### config.mk
export PLATFORM = sky130hd
export DESIGN_NAME = sparse_polynomial_adder_core_flat
export DESIGN_NICKNAME = d
export VERILOG_FILES = /design/src/design/spa_pkg.sv /design/src/design/spa_if.sv /design/src/design/sparse_polynomial_adder_core.sv /design/src/design/spa_ram.sv /design/src/design/spa_datapath.sv /design/src/design/spa_controller.sv /design/src/flat_wrapper.sv
export SDC_FILE = /design/constraint.sdc
export NUM_CORES = 1
export LEC_CHECK = 0
export BUFFER_PORTS_ARGS = -buffer_cell sky130_fd_sc_hd__buf_2
export CORE_MARGIN = 1.5
export CORE_UTILIZATION = 45
export CTS_BUF_LIST = sky130_fd_sc_hd__clkbuf_4 sky130_fd_sc_hd__clkbuf_8
export CTS_CLUSTER_DIAMETER = 200
export DETAILED_ROUTE_END_ITERATION = 16
export GPL_TIMING_DRIVEN = 0
export RECOVER_POWER = 25
export SLEW_MARGIN = 5
export SYNTH_ARGS = -nofsm -noshare
export SYNTH_HDL_FRONTEND = slang
export SYNTH_SLANG_ARGS = --single-unit
### constraint.sdc
create_clock -name clk -period 9.3 [get_ports clk]
set_clock_uncertainty 0.15 [all_clocks]
set_input_delay 0.465 -clock clk [delete_from_list [all_inputs] [get_ports clk]]
set_output_delay 0.465 -clock clk [all_outputs]
set_load 0.02 [all_outputs]
### src/design/spa_pkg.sv
// ============================================================================
// spa_pkg
// Shared types, widths and codes of the sparse polynomial adder.
// ============================================================================
`default_nettype none

package spa_pkg;

    // Capacity of each term list
    localparam int TERMS_PER_LIST = 16;

    localparam int COEF_W = 32;
    localparam int EXP_W  = 16;
    localparam int TERM_W = COEF_W + EXP_W;
    localparam int FUNC_W = 2;

    // Count must hold TERMS_PER_LIST itself; index only addresses the entries
    localparam int CNT_W = $clog2(TERMS_PER_LIST + 1);
    localparam int IDX_W = (TERMS_PER_LIST > 1) ? $clog2(TERMS_PER_LIST) : 1;

    // Input function codes
    localparam logic [FUNC_W-1:0] FUNC_LOAD_FIRST  = 2'd0;
    localparam logic [FUNC_W-1:0] FUNC_LOAD_SECOND = 2'd1;
    localparam logic [FUNC_W-1:0] FUNC_START       = 2'd2;

    typedef enum logic [1:0] {
        ST_IDLE,
        ST_FETCH,
        ST_EMIT,
        ST_EMPTY
    } spa_state_t;

    // Controller to datapath
    typedef struct packed {
        logic load_first;
        logic load_second;
        logic start;
        logic step;
        logic emit_empty;
    } spa_cmd_t;

    // Datapath to controller
    typedef struct packed {
        logic lists_empty;
        logic out_free;
        logic merge_last;
    } spa_status_t;

endpackage

`default_nettype wire

### src/design/spa_if.sv
// ============================================================================
// spa_if
// Valid/ready channels for input terms and merged result terms.
// ============================================================================
`default_nettype none

interface spa_term_if;
    logic                                valid;
    logic                                ready;
    logic [spa_pkg::FUNC_W-1:0]          func;
    logic signed [spa_pkg::COEF_W-1:0]   coefficient;
    logic signed [spa_pkg::EXP_W-1:0]    exponent;

    modport source (output valid, output func, output coefficient, output exponent,
                    input ready);
    modport sink   (input valid, input func, input coefficient, input exponent,
                    output ready);
endinterface

interface spa_sum_if;
    logic                                valid;
    logic                                ready;
    logic signed [spa_pkg::COEF_W-1:0]   sum_coefficient;
    logic signed [spa_pkg::EXP_W-1:0]    sum_exponent;
    logic                                last_term;
    logic                                empty_sum;
    logic                                saturated;
    logic                                terms_lost;

    modport source (output valid, output sum_coefficient, output sum_exponent,
                    output last_term, output empty_sum, output saturated,
                    output terms_lost, input ready);
    modport sink   (input valid, input sum_coefficient, input sum_exponent,
                    input last_term, input empty_sum, input saturated,
                    input terms_lost, output ready);
endinterface

`default_nettype wire

### src/design/sparse_polynomial_adder_core.sv
// Timing: after the start transfer each merged term goes through FETCH (registered
//   RAM read) and EMIT (compare/add into the result register); an empty result
//   goes through EMPTY. EMIT and EMPTY wait while an unaccepted result is held;
//   terms is ready again the cycle after the last term is stored.
// Reset: rst_n clears list counts, loss flag, pointers, state and result valid;
//   term stores are not cleared.
// ============================================================================
// sparse_polynomial_adder_core
// Merges two sparse polynomial term lists into their sum, highest exponent first.
// ============================================================================
`default_nettype none

module sparse_polynomial_adder_core (
    input  wire logic clk,
    input  wire logic rst_n,
    spa_term_if.sink  terms,
    spa_sum_if.source sums
);

    spa_pkg::spa_cmd_t    cmd;
    spa_pkg::spa_status_t status;

    // Controller: owns the input handshake and sequences each merge step.
    // Loads and the start transfer are taken only while idle; func codes outside
    // the defined set are accepted and dropped.
    spa_controller u_controller (
        .clk      (clk),
        .rst_n    (rst_n),
        .in_valid (terms.valid),
        .func     (terms.func),
        .in_ready (terms.ready),
        .status   (status),
        .cmd      (cmd)
    );

    // Datapath: two term stores addressed by the list counts on load and by the
    // merge pointers on read. Each step compares the head exponents, adds equal
    // heads with saturation, advances one or both pointers and stores the term
    // in the result register. Hold the step while that register is occupied.
    spa_datapath u_datapath (
        .clk             (clk),
        .rst_n           (rst_n),
        .cmd             (cmd),
        .status          (status),
        .coefficient     (terms.coefficient),
        .exponent        (terms.exponent),
        .out_valid       (sums.valid),
        .out_ready       (sums.ready),
        .sum_coefficient (sums.sum_coefficient),
        .sum_exponent    (sums.sum_exponent),
        .last_term       (sums.last_term),
        .empty_sum       (sums.empty_sum),
        .saturated       (sums.saturated),
        .terms_lost      (sums.terms_lost)
    );

`ifndef SYNTHESIS
    // An empty result always closes its merge
    assert property (@(posedge clk) disable iff (!rst_n)
        (sums.valid && sums.empty_sum) |-> sums.last_term)
        else $error("empty result without last_term");

    // An empty result carries zero coefficient, exponent and no saturation
    assert property (@(posedge clk) disable iff (!rst_n)
        (sums.valid && sums.empty_sum) |->
            (sums.sum_coefficient == '0 && sums.sum_exponent == '0 && !sums.saturated))
        else $error("empty result with nonzero fields");

    // A start transfer blocks further input until the merge is done
    assert property (@(posedge clk) disable iff (!rst_n)
        (terms.valid && terms.ready && terms.func == spa_pkg::FUNC_START) |=> !terms.ready)
        else $error("input taken during merge");

    // A result is presented only after the controller has left idle
    assert property (@(posedge clk) disable iff (!rst_n)
        ($rose(sums.valid)) |-> $past(!terms.ready))
        else $error("result appeared without a merge in progress");
`endif

endmodule

`default_nettype wire

### src/design/spa_ram.sv
// ============================================================================
// spa_ram
// Generic single-write, single-read RAM with registered read data.
// ============================================================================
`default_nettype none

module spa_ram #(
    parameter  int WIDTH = 32,
    parameter  int DEPTH = 16,
    localparam int AW    = (DEPTH > 1) ? $clog2(DEPTH) : 1
) (
    input  wire logic             clk,
    input  wire logic             we,
    input  wire logic [AW-1:0]    waddr,
    input  wire logic [WIDTH-1:0] wdata,
    input  wire logic [AW-1:0]    raddr,
    output logic      [WIDTH-1:0] rdata
);

    logic [WIDTH-1:0] mem [DEPTH];

    always_ff @(posedge clk)
    begin
        if (we)
        begin
            mem[waddr] <= wdata;
        end
        rdata <= mem[raddr];
    end

endmodule

`default_nettype wire

### src/design/spa_datapath.sv
// ============================================================================
// spa_datapath
// Term stores, list counts, merge pointers, saturating adder, result register.
// ============================================================================
`default_nettype none

module spa_datapath (
    input  wire logic                               clk,
    input  wire logic                               rst_n,
    input  wire spa_pkg::spa_cmd_t                  cmd,
    output spa_pkg::spa_status_t                    status,
    input  wire logic signed [spa_pkg::COEF_W-1:0]  coefficient,
    input  wire logic signed [spa_pkg::EXP_W-1:0]   exponent,
    output logic                                    out_valid,
    input  wire logic                               out_ready,
    output logic signed [spa_pkg::COEF_W-1:0]       sum_coefficient,
    output logic signed [spa_pkg::EXP_W-1:0]        sum_exponent,
    output logic                                    last_term,
    output logic                                    empty_sum,
    output logic                                    saturated,
    output logic                                    terms_lost
);

    localparam int CW = spa_pkg::COEF_W;
    localparam int EW = spa_pkg::EXP_W;
    localparam int NW = spa_pkg::CNT_W;
    localparam int IW = spa_pkg::IDX_W;

    logic [NW-1:0] first_count_reg,  first_count_next;
    logic [NW-1:0] second_count_reg, second_count_next;
    logic          sticky_reg,       sticky_next;
    logic [NW-1:0] a_ptr_reg,        a_ptr_next;
    logic [NW-1:0] b_ptr_reg,        b_ptr_next;
    logic          out_valid_reg,    out_valid_next;

    logic signed [CW-1:0] coef_reg,  coef_next;
    logic signed [EW-1:0] exp_reg,   exp_next;
    logic                 last_reg,  last_next;
    logic                 empty_reg, empty_next;
    logic                 sat_reg,   sat_next;
    logic                 lost_reg,  lost_next;

    logic [spa_pkg::TERM_W-1:0] rd_first, rd_second;

    logic                 first_full, second_full;
    logic                 we_first, we_second;
    logic                 a_ok, b_ok, take_a, take_b;
    logic signed [CW-1:0] c1, c2;
    logic signed [EW-1:0] e1, e2;
    logic signed [CW:0]   sum_wide;
    logic                 sat_hi, sat_lo;
    logic signed [CW-1:0] merged_coef;
    logic                 merged_sat;
    logic [NW-1:0]        a_after, b_after;
    logic                 merge_last, finish;

    // ---- term stores -------------------------------------------------------
    assign first_full  = (first_count_reg  >= NW'(spa_pkg::TERMS_PER_LIST));
    assign second_full = (second_count_reg >= NW'(spa_pkg::TERMS_PER_LIST));
    assign we_first    = cmd.load_first  && !first_full;
    assign we_second   = cmd.load_second && !second_full;

    spa_ram #(
        .WIDTH (spa_pkg::TERM_W),
        .DEPTH (spa_pkg::TERMS_PER_LIST)
    ) u_first_ram (
        .clk   (clk),
        .we    (we_first),
        .waddr (first_count_reg[IW-1:0]),
        .wdata ({exponent, coefficient}),
        .raddr (a_ptr_reg[IW-1:0]),
        .rdata (rd_first)
    );

    spa_ram #(
        .WIDTH (spa_pkg::TERM_W),
        .DEPTH (spa_pkg::TERMS_PER_LIST)
    ) u_second_ram (
        .clk   (clk),
        .we    (we_second),
        .waddr (second_count_reg[IW-1:0]),
        .wdata ({exponent, coefficient}),
        .raddr (b_ptr_reg[IW-1:0]),
        .rdata (rd_second)
    );

    // ---- merge step --------------------------------------------------------
    always_comb
    begin
        c1 = $signed(rd_first[CW-1:0]);
        e1 = $signed(rd_first[spa_pkg::TERM_W-1:CW]);
        c2 = $signed(rd_second[CW-1:0]);
        e2 = $signed(rd_second[spa_pkg::TERM_W-1:CW]);

        a_ok   = (a_ptr_reg < first_count_reg);
        b_ok   = (b_ptr_reg < second_count_reg);
        take_a = !b_ok || (a_ok && (e1 > e2));
        take_b = !take_a && (!a_ok || (e2 > e1));

        sum_wide = {c1[CW-1], c1} + {c2[CW-1], c2};
        sat_hi   = !sum_wide[CW] && sum_wide[CW-1];
        sat_lo   = sum_wide[CW] && !sum_wide[CW-1];

        if (take_a)
        begin
            merged_coef = c1;
            merged_sat  = 1'b0;
        end
        else if (take_b)
        begin
            merged_coef = c2;
            merged_sat  = 1'b0;
        end
        else if (sat_hi)
        begin
            merged_coef = {1'b0, {(CW-1){1'b1}}};
            merged_sat  = 1'b1;
        end
        else if (sat_lo)
        begin
            merged_coef = {1'b1, {(CW-1){1'b0}}};
            merged_sat  = 1'b1;
        end
        else
        begin
            merged_coef = sum_wide[CW-1:0];
            merged_sat  = 1'b0;
        end

        a_after    = a_ptr_reg + NW'(!take_b);
        b_after    = b_ptr_reg + NW'(!take_a);
        merge_last = (a_after >= first_count_reg) && (b_after >= second_count_reg);
    end

    assign finish = (cmd.step && merge_last) || cmd.emit_empty;

    // ---- control registers -------------------------------------------------
    always_comb
    begin
        first_count_next  = first_count_reg;
        second_count_next = second_count_reg;
        sticky_next       = sticky_reg;
        if (finish)
        begin
            first_count_next  = '0;
            second_count_next = '0;
            sticky_next       = 1'b0;
        end
        else
        begin
            if (we_first)
            begin
                first_count_next = first_count_reg + NW'(1);
            end
            if (we_second)
            begin
                second_count_next = second_count_reg + NW'(1);
            end
            if ((cmd.load_first && first_full) || (cmd.load_second && second_full))
            begin
                sticky_next = 1'b1;
            end
        end

        a_ptr_next = a_ptr_reg;
        b_ptr_next = b_ptr_reg;
        if (cmd.start)
        begin
            a_ptr_next = '0;
            b_ptr_next = '0;
        end
        else if (cmd.step)
        begin
            a_ptr_next = a_after;
            b_ptr_next = b_after;
        end

        if (cmd.step || cmd.emit_empty)
        begin
            out_valid_next = 1'b1;
        end
        else if (out_ready)
        begin
            out_valid_next = 1'b0;
        end
        else
        begin
            out_valid_next = out_valid_reg;
        end
    end

    // ---- result payload ----------------------------------------------------
    always_comb
    begin
        coef_next  = coef_reg;
        exp_next   = exp_reg;
        last_next  = last_reg;
        empty_next = empty_reg;
        sat_next   = sat_reg;
        lost_next  = lost_reg;
        if (cmd.step)
        begin
            coef_next  = merged_coef;
            exp_next   = take_b ? e2 : e1;
            last_next  = merge_last;
            empty_next = 1'b0;
            sat_next   = merged_sat;
            lost_next  = sticky_reg;
        end
        else if (cmd.emit_empty)
        begin
            coef_next  = '0;
            exp_next   = '0;
            last_next  = 1'b1;
            empty_next = 1'b1;
            sat_next   = 1'b0;
            lost_next  = sticky_reg;
        end
    end

    always_ff @(posedge clk or negedge rst_n)
    begin
        if (!rst_n)
        begin
            first_count_reg  <= '0;
            second_count_reg <= '0;
            sticky_reg       <= 1'b0;
            a_ptr_reg        <= '0;
            b_ptr_reg        <= '0;
            out_valid_reg    <= 1'b0;
        end
        else
        begin
            first_count_reg  <= first_count_next;
            second_count_reg <= second_count_next;
            sticky_reg       <= sticky_next;
            a_ptr_reg        <= a_ptr_next;
            b_ptr_reg        <= b_ptr_next;
            out_valid_reg    <= out_valid_next;
        end
    end

    always_ff @(posedge clk)
    begin
        coef_reg  <= coef_next;
        exp_reg   <= exp_next;
        last_reg  <= last_next;
        empty_reg <= empty_next;
        sat_reg   <= sat_next;
        lost_reg  <= lost_next;
    end

    assign status.lists_empty = (first_count_reg == '0) && (second_count_reg == '0);
    assign status.out_free    = !out_valid_reg || out_ready;
    assign status.merge_last  = merge_last;

    assign out_valid       = out_valid_reg;
    assign sum_coefficient = coef_reg;
    assign sum_exponent    = exp_reg;
    assign last_term       = last_reg;
    assign empty_sum       = empty_reg;
    assign saturated       = sat_reg;
    assign terms_lost      = lost_reg;

endmodule

`default_nettype wire

### src/design/spa_controller.sv
// ============================================================================
// spa_controller
// Sequencer for loads and the fetch/emit walk of a merge.
// ============================================================================
`default_nettype none

module spa_controller (
    input  wire logic                        clk,
    input  wire logic                        rst_n,
    input  wire logic                        in_valid,
    input  wire logic [spa_pkg::FUNC_W-1:0]  func,
    output logic                             in_ready,
    input  wire spa_pkg::spa_status_t        status,
    output spa_pkg::spa_cmd_t                cmd
);

    spa_pkg::spa_state_t state_reg, state_next;

    always_comb
    begin
        state_next = state_reg;
        case (state_reg)
            spa_pkg::ST_IDLE:
            begin
                if (in_valid && (func == spa_pkg::FUNC_START))
                begin
                    state_next = status.lists_empty ? spa_pkg::ST_EMPTY : spa_pkg::ST_FETCH;
                end
            end
            spa_pkg::ST_FETCH:
            begin
                state_next = spa_pkg::ST_EMIT;
            end
            spa_pkg::ST_EMIT:
            begin
                if (status.out_free)
                begin
                    state_next = status.merge_last ? spa_pkg::ST_IDLE : spa_pkg::ST_FETCH;
                end
            end
            spa_pkg::ST_EMPTY:
            begin
                if (status.out_free)
                begin
                    state_next = spa_pkg::ST_IDLE;
                end
            end
            default:
            begin
                state_next = spa_pkg::ST_IDLE;
            end
        endcase
    end

    always_comb
    begin
        in_ready        = 1'b0;
        cmd.load_first  = 1'b0;
        cmd.load_second = 1'b0;
        cmd.start       = 1'b0;
        cmd.step        = 1'b0;
        cmd.emit_empty  = 1'b0;
        case (state_reg)
            spa_pkg::ST_IDLE:
            begin
                in_ready        = 1'b1;
                cmd.load_first  = in_valid && (func == spa_pkg::FUNC_LOAD_FIRST);
                cmd.load_second = in_valid && (func == spa_pkg::FUNC_LOAD_SECOND);
                cmd.start       = in_valid && (func == spa_pkg::FUNC_START);
            end
            spa_pkg::ST_EMIT:
            begin
                cmd.step = status.out_free;
            end
            spa_pkg::ST_EMPTY:
            begin
                cmd.emit_empty = status.out_free;
            end
            default:
            begin
                in_ready = 1'b0;
            end
        endcase
    end

    always_ff @(posedge clk or negedge rst_n)
    begin
        if (!rst_n)
        begin
            state_reg <= spa_pkg::ST_IDLE;
        end
        else
        begin
            state_reg <= state_next;
        end
    end

endmodule

`default_nettype wire

### src/flat_wrapper.sv
// flat-port wrapper written by rule: the top's interface ports become plain ports
module sparse_polynomial_adder_core_flat 
  (clk, rst_n, terms_valid, terms_func, terms_coefficient, terms_exponent, terms_ready, sums_valid, sums_sum_coefficient, sums_sum_exponent, sums_last_term, sums_empty_sum, sums_saturated, sums_terms_lost, sums_ready);
  spa_term_if terms_i ();
  spa_sum_if sums_i ();
  input  wire logic clk;
  input  wire logic rst_n;
  input wire logic [$bits(terms_i.valid)-1:0] terms_valid;
  input wire logic [$bits(terms_i.func)-1:0] terms_func;
  input wire logic [$bits(terms_i.coefficient)-1:0] terms_coefficient;
  input wire logic [$bits(terms_i.exponent)-1:0] terms_exponent;
  output wire logic [$bits(terms_i.ready)-1:0] terms_ready;
  output wire logic [$bits(sums_i.valid)-1:0] sums_valid;
  output wire logic [$bits(sums_i.sum_coefficient)-1:0] sums_sum_coefficient;
  output wire logic [$bits(sums_i.sum_exponent)-1:0] sums_sum_exponent;
  output wire logic [$bits(sums_i.last_term)-1:0] sums_last_term;
  output wire logic [$bits(sums_i.empty_sum)-1:0] sums_empty_sum;
  output wire logic [$bits(sums_i.saturated)-1:0] sums_saturated;
  output wire logic [$bits(sums_i.terms_lost)-1:0] sums_terms_lost;
  input wire logic [$bits(sums_i.ready)-1:0] sums_ready;
  assign terms_i.valid = terms_valid;
  assign terms_i.func = terms_func;
  assign terms_i.coefficient = terms_coefficient;
  assign terms_i.exponent = terms_exponent;
  assign terms_ready = terms_i.ready;
  assign sums_valid = sums_i.valid;
  assign sums_sum_coefficient = sums_i.sum_coefficient;
  assign sums_sum_exponent = sums_i.sum_exponent;
  assign sums_last_term = sums_i.last_term;
  assign sums_empty_sum = sums_i.empty_sum;
  assign sums_saturated = sums_i.saturated;
  assign sums_terms_lost = sums_i.terms_lost;
  assign sums_i.ready = sums_ready;
  sparse_polynomial_adder_core u_core (.clk(clk), .rst_n(rst_n), .terms(terms_i), .sums(sums_i));
endmodule
Word-level counts from Yosys, hierarchy flattened
Memories as Yosys holds them, arrays and structs flattened. A register that Yosys moved wholly into a read port is not among the register bits.
Cells that the tools add are included.
Storage, ports and cells
  register bits: 76
  bits in writable memories: 1536
  input port bits: 54
  output and inout port bits: 54
  logic and storage cells: 121
  memories kept: 2
Memory list
  u_core.u_datapath.u_first_ram.mem: words 16, bits a word 48, read ports 1, clocked after Yosys merged registers in 1, wr ports 1, line spa_ram.sv:20  | logic [WIDTH-1:0] mem [DEPTH];
  u_core.u_datapath.u_second_ram.mem: words 16, bits a word 48, read ports 1, clocked after Yosys merged registers in 1, wr ports 1, line spa_ram.sv:20
Cells by class
  $add $sub $neg: 5
  magnitude comparators: 8
  equality and inequality tests: 8
  muxes and demuxes: 45
  reduce and logical (&&, ||, !) cells: 40
Operators by type and width (count)
  32-bit 2-to-1 mux: 6
  16-bit 2-to-1 mux: 3
  5-bit 2-to-1 mux: 8
  32-bit by 32-bit adder with 33-bit output: 1
  16-bit > comparator: 2
  1-bit 2-to-1 mux: 22
  1-bit logical AND: 14
  2-bit nonzero test: 6
  5-bit by 1-bit adder with 5-bit output: 2
  5-bit by 1-bit adder with 5-bit output, second input constant: 2
  5-bit >= comparator: 2
  5-bit >= comparator, second input constant: 2
  5-bit logical NOT: 2
  5-bit < comparator: 2
  1-bit logical NOT: 9
  2-bit 2-to-1 mux: 4
  2-bit case mux with 4 select lines: 1
  2-bit == test, second input constant: 3
  1-bit logical OR: 6
  2-bit inequality test, second input constant: 3
  2-bit by 1-bit == test with 1-bit output, second input constant: 2
  2-bit logical NOT: 2
  3-bit 2-to-1 mux: 1
  3-bit AND reduction: 1

Logic depth before layout (Yosys ltp)
  depth after elaboration: 12
  gate-level depth with buffers: 22
  mapped depth without buffers: 20

Hierarchy
A second synthesis with hierarchy kept.
Unflattened totals
  cell total of the unflattened synthesis: 3214
  area, all modules: 66019.6 µm²
By module, submodules not included
  spa_ram at u_core.u_datapath.u_second_ram: times used 1, cells each 1242, area each 29694.7 µm², sequential area each 24023.0 µm²
  spa_ram at u_core.u_datapath.u_first_ram: times used 1, cells each 1242, area each 29691.0 µm², sequential area each 24023.0 µm²
  spa_datapath: times used 1, cells each 714, area each 6495.0 µm², sequential area each 2102.0 µm²
  spa_controller: times used 1, cells each 16, area each 138.9 µm², sequential area each 50.0 µm²

Least setup slack after synthesis
Ideal clock, no wire load.
  kind: register to register
  from: register u_core.u_controller.state_reg[0]
  to: memory u_core.u_datapath.u_second_ram.mem[3][0] in the netlist's numbering, enable pin
  setup time: 0.513 ns
  arrival: 4.987 ns
  required time: 8.637 ns
  setup slack: 3.650 ns
  stages on the path, launching flop included: 7
  buffers on the path: 1
  clock period less this slack: 5.650 ns
  cells stage by stage: dfrtp_1 clkbuf_1 nor2_1 nand3b_1 nor3b_2 nand2_1 nor3_1
Between the ends
  cells in the longest elaborated chain, start to end: 5
Ends and longest elaborated chain
  start: declaration: line spa_controller.sv:17  | spa_pkg::spa_state_t state_reg, state_next;
  start signal: assignment: line spa_controller.sv:90  | state_reg <= spa_pkg::ST_IDLE;
  start signal: assignment: line spa_controller.sv:94  | state_reg <= state_next;
  2-bit logical NOT: line spa_controller.sv:63  | case (state_reg)
  3-bit 2-to-1 mux: line spa_controller.sv:63
  1-bit logical AND: line spa_datapath.sv:61  | assign we_second = cmd.load_second && !second_full;
  1-bit 2-to-1 mux: line spa_ram.sv:24  | if (we)
  1-bit 2-to-1 mux (not written as such): line spa_ram.sv:26  | mem[waddr] <= wdata;
  end: declaration: line spa_ram.sv:20
Every way passes these cells.

Worst setup path in the final report
  from: register u_core.u_datapath.u_second_ram.rdata[47], read port of u_core.u_datapath.u_second_ram.mem
  to: register u_core.u_datapath.second_count_reg[1]
Between the ends
  cells in the longest elaborated chain, start to end: 12
  elaborated cells on any way between the ends: 17
  classes of those cells: 2 x add/sub; 4 x order compare; 1 x mux; 10 x reduce/logical
Ends and longest elaborated chain
  start: declaration: line spa_ram.sv:17  | output logic [WIDTH-1:0] rdata
  16-bit > comparator: line spa_datapath.sv:97  | take_a = !b_ok || (a_ok && (e1 > e2));
  1-bit logical AND: line spa_datapath.sv:97
  1-bit logical OR: line spa_datapath.sv:97
  1-bit logical NOT: line spa_datapath.sv:98, spa_datapath.sv:131
  1-bit logical AND: line spa_datapath.sv:98  | take_b = !take_a && (!a_ok || (e2 > e1));
  1-bit logical NOT: line spa_datapath.sv:130  | a_after = a_ptr_reg + NW'(!take_b);
  5-bit by 1-bit adder with 5-bit output: line spa_datapath.sv:130
  5-bit >= comparator: line spa_datapath.sv:132  | merge_last = (a_after >= first_count_reg) && (b_after >= second_count_reg);
  1-bit logical AND (*): line spa_datapath.sv:132
  1-bit logical AND (*): line spa_datapath.sv:135  | assign finish = (cmd.step && merge_last) || cmd.emit_empty;
  1-bit logical OR (*): line spa_datapath.sv:135
  5-bit 2-to-1 mux / 2-bit nonzero test (equally long branches)
  end signal: assignment: line spa_datapath.sv:235  | second_count_reg <= second_count_next;
  end: declaration: line spa_datapath.sv:30  | logic [NW-1:0] second_count_reg, second_count_next;
Every way passes the cells marked *; elsewhere a longest branch is shown, timed or not.
A chain may end at the register's enable or synchronous reset.

==> run_results.csv <==
group,metric,value,unit
run_status,outcome,"complete, but fails checks",
run_status,violations,"capacitance limit, slew limit",
floorplanning,core-area,146000,µm²
timing,slew_headroom,-0.107,
critical_path,critPathKind,"reg2reg",
layout,syn_to_final_growth,16.6,%
flow_run,cap_viol_max_count,1,
logic_synthesis,synth.distinct_cells,71,
layout,final_common_cell,"edfxtp_1",
detailed_routing,viasPerCell,5.93,
power_and_ir_drop,p_leak,24.8,nW
global_route,overflow,0,
logic_synthesis,synth_seq_area_share,0.759,
floorplanning,die_w,386,µm
clock_tree,htreeDepth,5,
place,dp_hpwl,117,mm
layout,fillers,11200,
power_and_ir_drop,clock_power_share,0.294,
timing,finalSetupViolations,0,
logic_synthesis,synthSimpleGateAreaFrac,0.0227,
logic_synthesis,syn_inst,3045,
layout,final_util,0.529,
timing,postLayoutSetupSlackWorst,2.91,ns
logic_synthesis,yosys.area_share.adder,0.0154,
critical_path,cp_data_required_time,10.06,ns
layout,num-nets-final,3744,
place,place_ws,2.99,ns
critical_path,cp-end-kind,"flip-flop",
logic_synthesis,yosys_warnings,0,
floorplanning,initial_core_util,0.454,
clock_tree,clk_latency,1.00,ns
detailed_routing,ant_nets,0,
power_and_ir_drop,ir_drop,0.000288,V
logic_synthesis,synth_mux_area_frac,0.164,
layout,top_regs,"u_core.u_datapath.u_first_ram.mem: 768 flops, u_core.u_datapath.u_second_ram.mem: 768 flops",
clock_tree,ctsRootBufferMaster,"clkbuf_8",
clock_tree,cts_resized,0,
detailed_routing,wl,173,mm
floorplanning,die_y,386,µm
logic_synthesis,synth_xor_area_frac,0.00371,
clock_tree,numCtsBuffers,294,
power_and_ir_drop,p_switching,0.00726,W
global_route,grt_pass1_wl,245,mm
power_and_ir_drop,switching_share,0.321,
floorplanning,dieArea,149000,µm²
layout,final_cell_mix,"1587 x edfxtp_1, 480 x mux4_2, 326 x clkbuf_8",
detailed_routing,vias,34000,
global_route,antenna_found_initial,10,
detailed_routing,wire_per_inst,30.1,µm
logic_synthesis,synth_fp_nets,3180,
logic_synthesis,ys_async_sr_fraction,0.0141,
critical_path,cp_data_arrival_time,7.15,ns
min_path,hold_path_class,"in2reg",
logic_synthesis,synth_top_family_by_area,"multiplexers",
timing,fmax,156,MHz
timing,final.min_clock_period,6.39,ns
logic_synthesis,synth_compound_area_frac,0.0232,
global_route,grtUsageTotal,0.234,
layout,drive_above_1_share,0.316,
clock_tree,cts_buffer_depth,4,
clock_tree,clk_pin_slew_worst_paths,0.06,ns
critical_path,path_max_fanout,10,
floorplanning,ios,108,
clock_tree,cts_setup_buffers,0,
timing,rsz0062_at_grt,"false",
clock_tree,cts_hold_buf,57,
detailed_routing,post-route-drc-count,0,
place,port_buffers,107,
logic_synthesis,synth_area,66100,µm²
clock_tree,cts_tree,"built",
power_and_ir_drop,p_int,0.0154,W
logic_synthesis,synth_flop_cell,"edfxtp_1",
logic_synthesis,avgSynthCellArea,21.7,µm²
floorplanning,num_rows,140,
timing,hold_viol_final,0,
logic_synthesis,synth-seq-cells,1708,
power_and_ir_drop,comb_power_share,0.299,
timing,timing.final.crit_share,0.687,
clock_tree,cts_num_sinks,1708,
logic_synthesis,synth-edff-count,1587,
detailed_routing,first_pass_iters,6,
critical_path,r2r_setup_slack,2.91,ns
critical_path,start_kind,"flip-flop",
power_and_ir_drop,sequentialPowerShare,0.407,
detailed_routing,first_iter_violations,4454,
timing,drv_slew,25,
global_route,grt_pass1_vias,35100,
power_and_ir_drop,p_per_area,293,nW/µm²
global_route,grt_max_degree,39,
place,gp_congestion,0.875,
timing,worst_slew_pin_slew,1.66,ns
stage by stage:
stage | hold WS [ns] | power, W | TNS, ns | instances | area [µm²]
2_1_floorplan | 0.0194 | 0.0137 | 0 | 3045 | 66100
3_3_place_gp | 0.289 | 0.0159 | -566.90 | 5069 | 69100
3_5_place_dp | 0.306 | 0.0160 | 0 | 5173 | 70800
4_1_cts | 0.101 | 0.0227 | 0 | 5737 | 77200
5_1_grt | 0.180 | 0.0235 | 0 | 5738 | 77100
6_report | 0.207 | 0.0226 | 0 | 5740 | 77100
power groups by stage:
stage	logic [W]	registers [W]	clock network [W]
after floorplan	0.00437	0.00932	0
after global placement	0.00652	0.00936	0
after detailed placement	0.00669	0.00934	0
after CTS	0.00676	0.00919	0.00679
after global routing	0.00721	0.00922	0.00710
final	0.00676	0.00920	0.00666
critical path, cell delays in order (launching register included):
cell and delay (ns):
dfxtp_1 0.39, ha_1 0.43, nand4_1 0.34, nor3_1 0.61
a21boi_1 0.49, nor4_1 0.16, o31ai_4 0.47, inv_2 0.24
buf_1 0.42, ha_1 0.36, ha_1 0.32, ha_1 0.29
a21o_1 0.16, a21o_1 0.18, a21oi_1 0.17, nor2b_1 0.07
o22a_1 0.31, o21a_1 0.24, clkbuf_1 0.27, nor2_1 0.22
cells in the mapped netlist, drive strengths merged, types with 2 or more instances:
cell,count,area share
edfxtp,1587,0.72
mux4,480,0.16
dfxtp,97,0.029
nand2,95,0.0054
clkbuf,91,0.0052
nor2,88,0.0050
a21oi,83,0.0064
ha,80,0.015
buf,53,0.0040
o21ai,53,0.0041
inv,43,0.0024
nor3,37,0.0031
dfrtp,24,0.0091
a21o,23,0.0026
nand3,23,0.0017
or3,20,0.0019
o211ai,17,0.0020
xnor2,14,0.0019
xor2,14,0.0019
a211oi,12,0.0014
nand2b,10,0.00095
o31ai,10,0.0013
nand4,9,0.00095
and3,8,0.00076
nor4,7,0.00066
nor2b,6,0.00057
o21a,6,0.00068
a31oi,5,0.00047
mux2i,5,0.00076
a21boi,4,0.00045
nor3b,4,0.00053
o2bb2ai,3,0.00040
o31a,3,0.00042
or4,3,0.00034
a211o,2,0.00026
a31o,2,0.00026
a41oi,2,0.00026
nand3b,2,0.00023
o2111ai,2,0.00026
o21bai,2,0.00023
or2,2,0.00019
or3b,2,0.00026
path summary, 6_finish.rpt:
check / startpoint / to / cells after the start
max reg2reg: u_core.u_datapath.u_second_ram.rdata[47] / u_core.u_datapath.second_count_reg[1] / 19
min reg2reg: u_core.u_datapath.empty_sum / u_core.u_datapath.empty_sum / 2
min in group asynchronous: rst_n / u_core.u_datapath.second_count_reg[3] / 4
max in group asynchronous: rst_n / u_core.u_datapath.a_ptr_reg[0] / 4
min: sums_ready / u_core.u_datapath.out_valid / 4
max: u_core.u_datapath.u_second_ram.rdata[47] / u_core.u_datapath.second_count_reg[1] / 19
layer usage:
layer / GRT usage / vias up / part of all wire
met5: 0 / - / 0.000075
met1: 0.324 / 18100 / 0.41
li1: - / 13900 / -
met2: 0.376 / 1681 / 0.48
met4: 0.0715 / 2 / 0.026
met3: 0.0482 / 324 / 0.082
cells by family after synthesis:
| family | Yosys count |
|---|---|
| flip-flops | 1708 |
| multiplexers | 485 |
| AND/OR/NAND/NOR | 317 |
| AO/OA/AOI/OAI | 238 |
| buffers and inverters | 188 |
| adder cells (fa/ha/maj) | 81 |
| XOR/XNOR | 28 |
cell type report:
type                       count  area (µm²)  share of cell area
clock buffer                 414        5150              0.0668
tap                         1917        2400              0.0311
inverter                      44         168             0.00217
sequential                  1708       50200               0.651
timing repair buffer         268        2590              0.0336
clock inverter                93         596             0.00772
buffer                       144         613             0.00795
multi-input combinational   1149       15400               0.199
antenna                        3        7.51           0.0000974
Note: power is estimated with default switching activity, not from simulation.
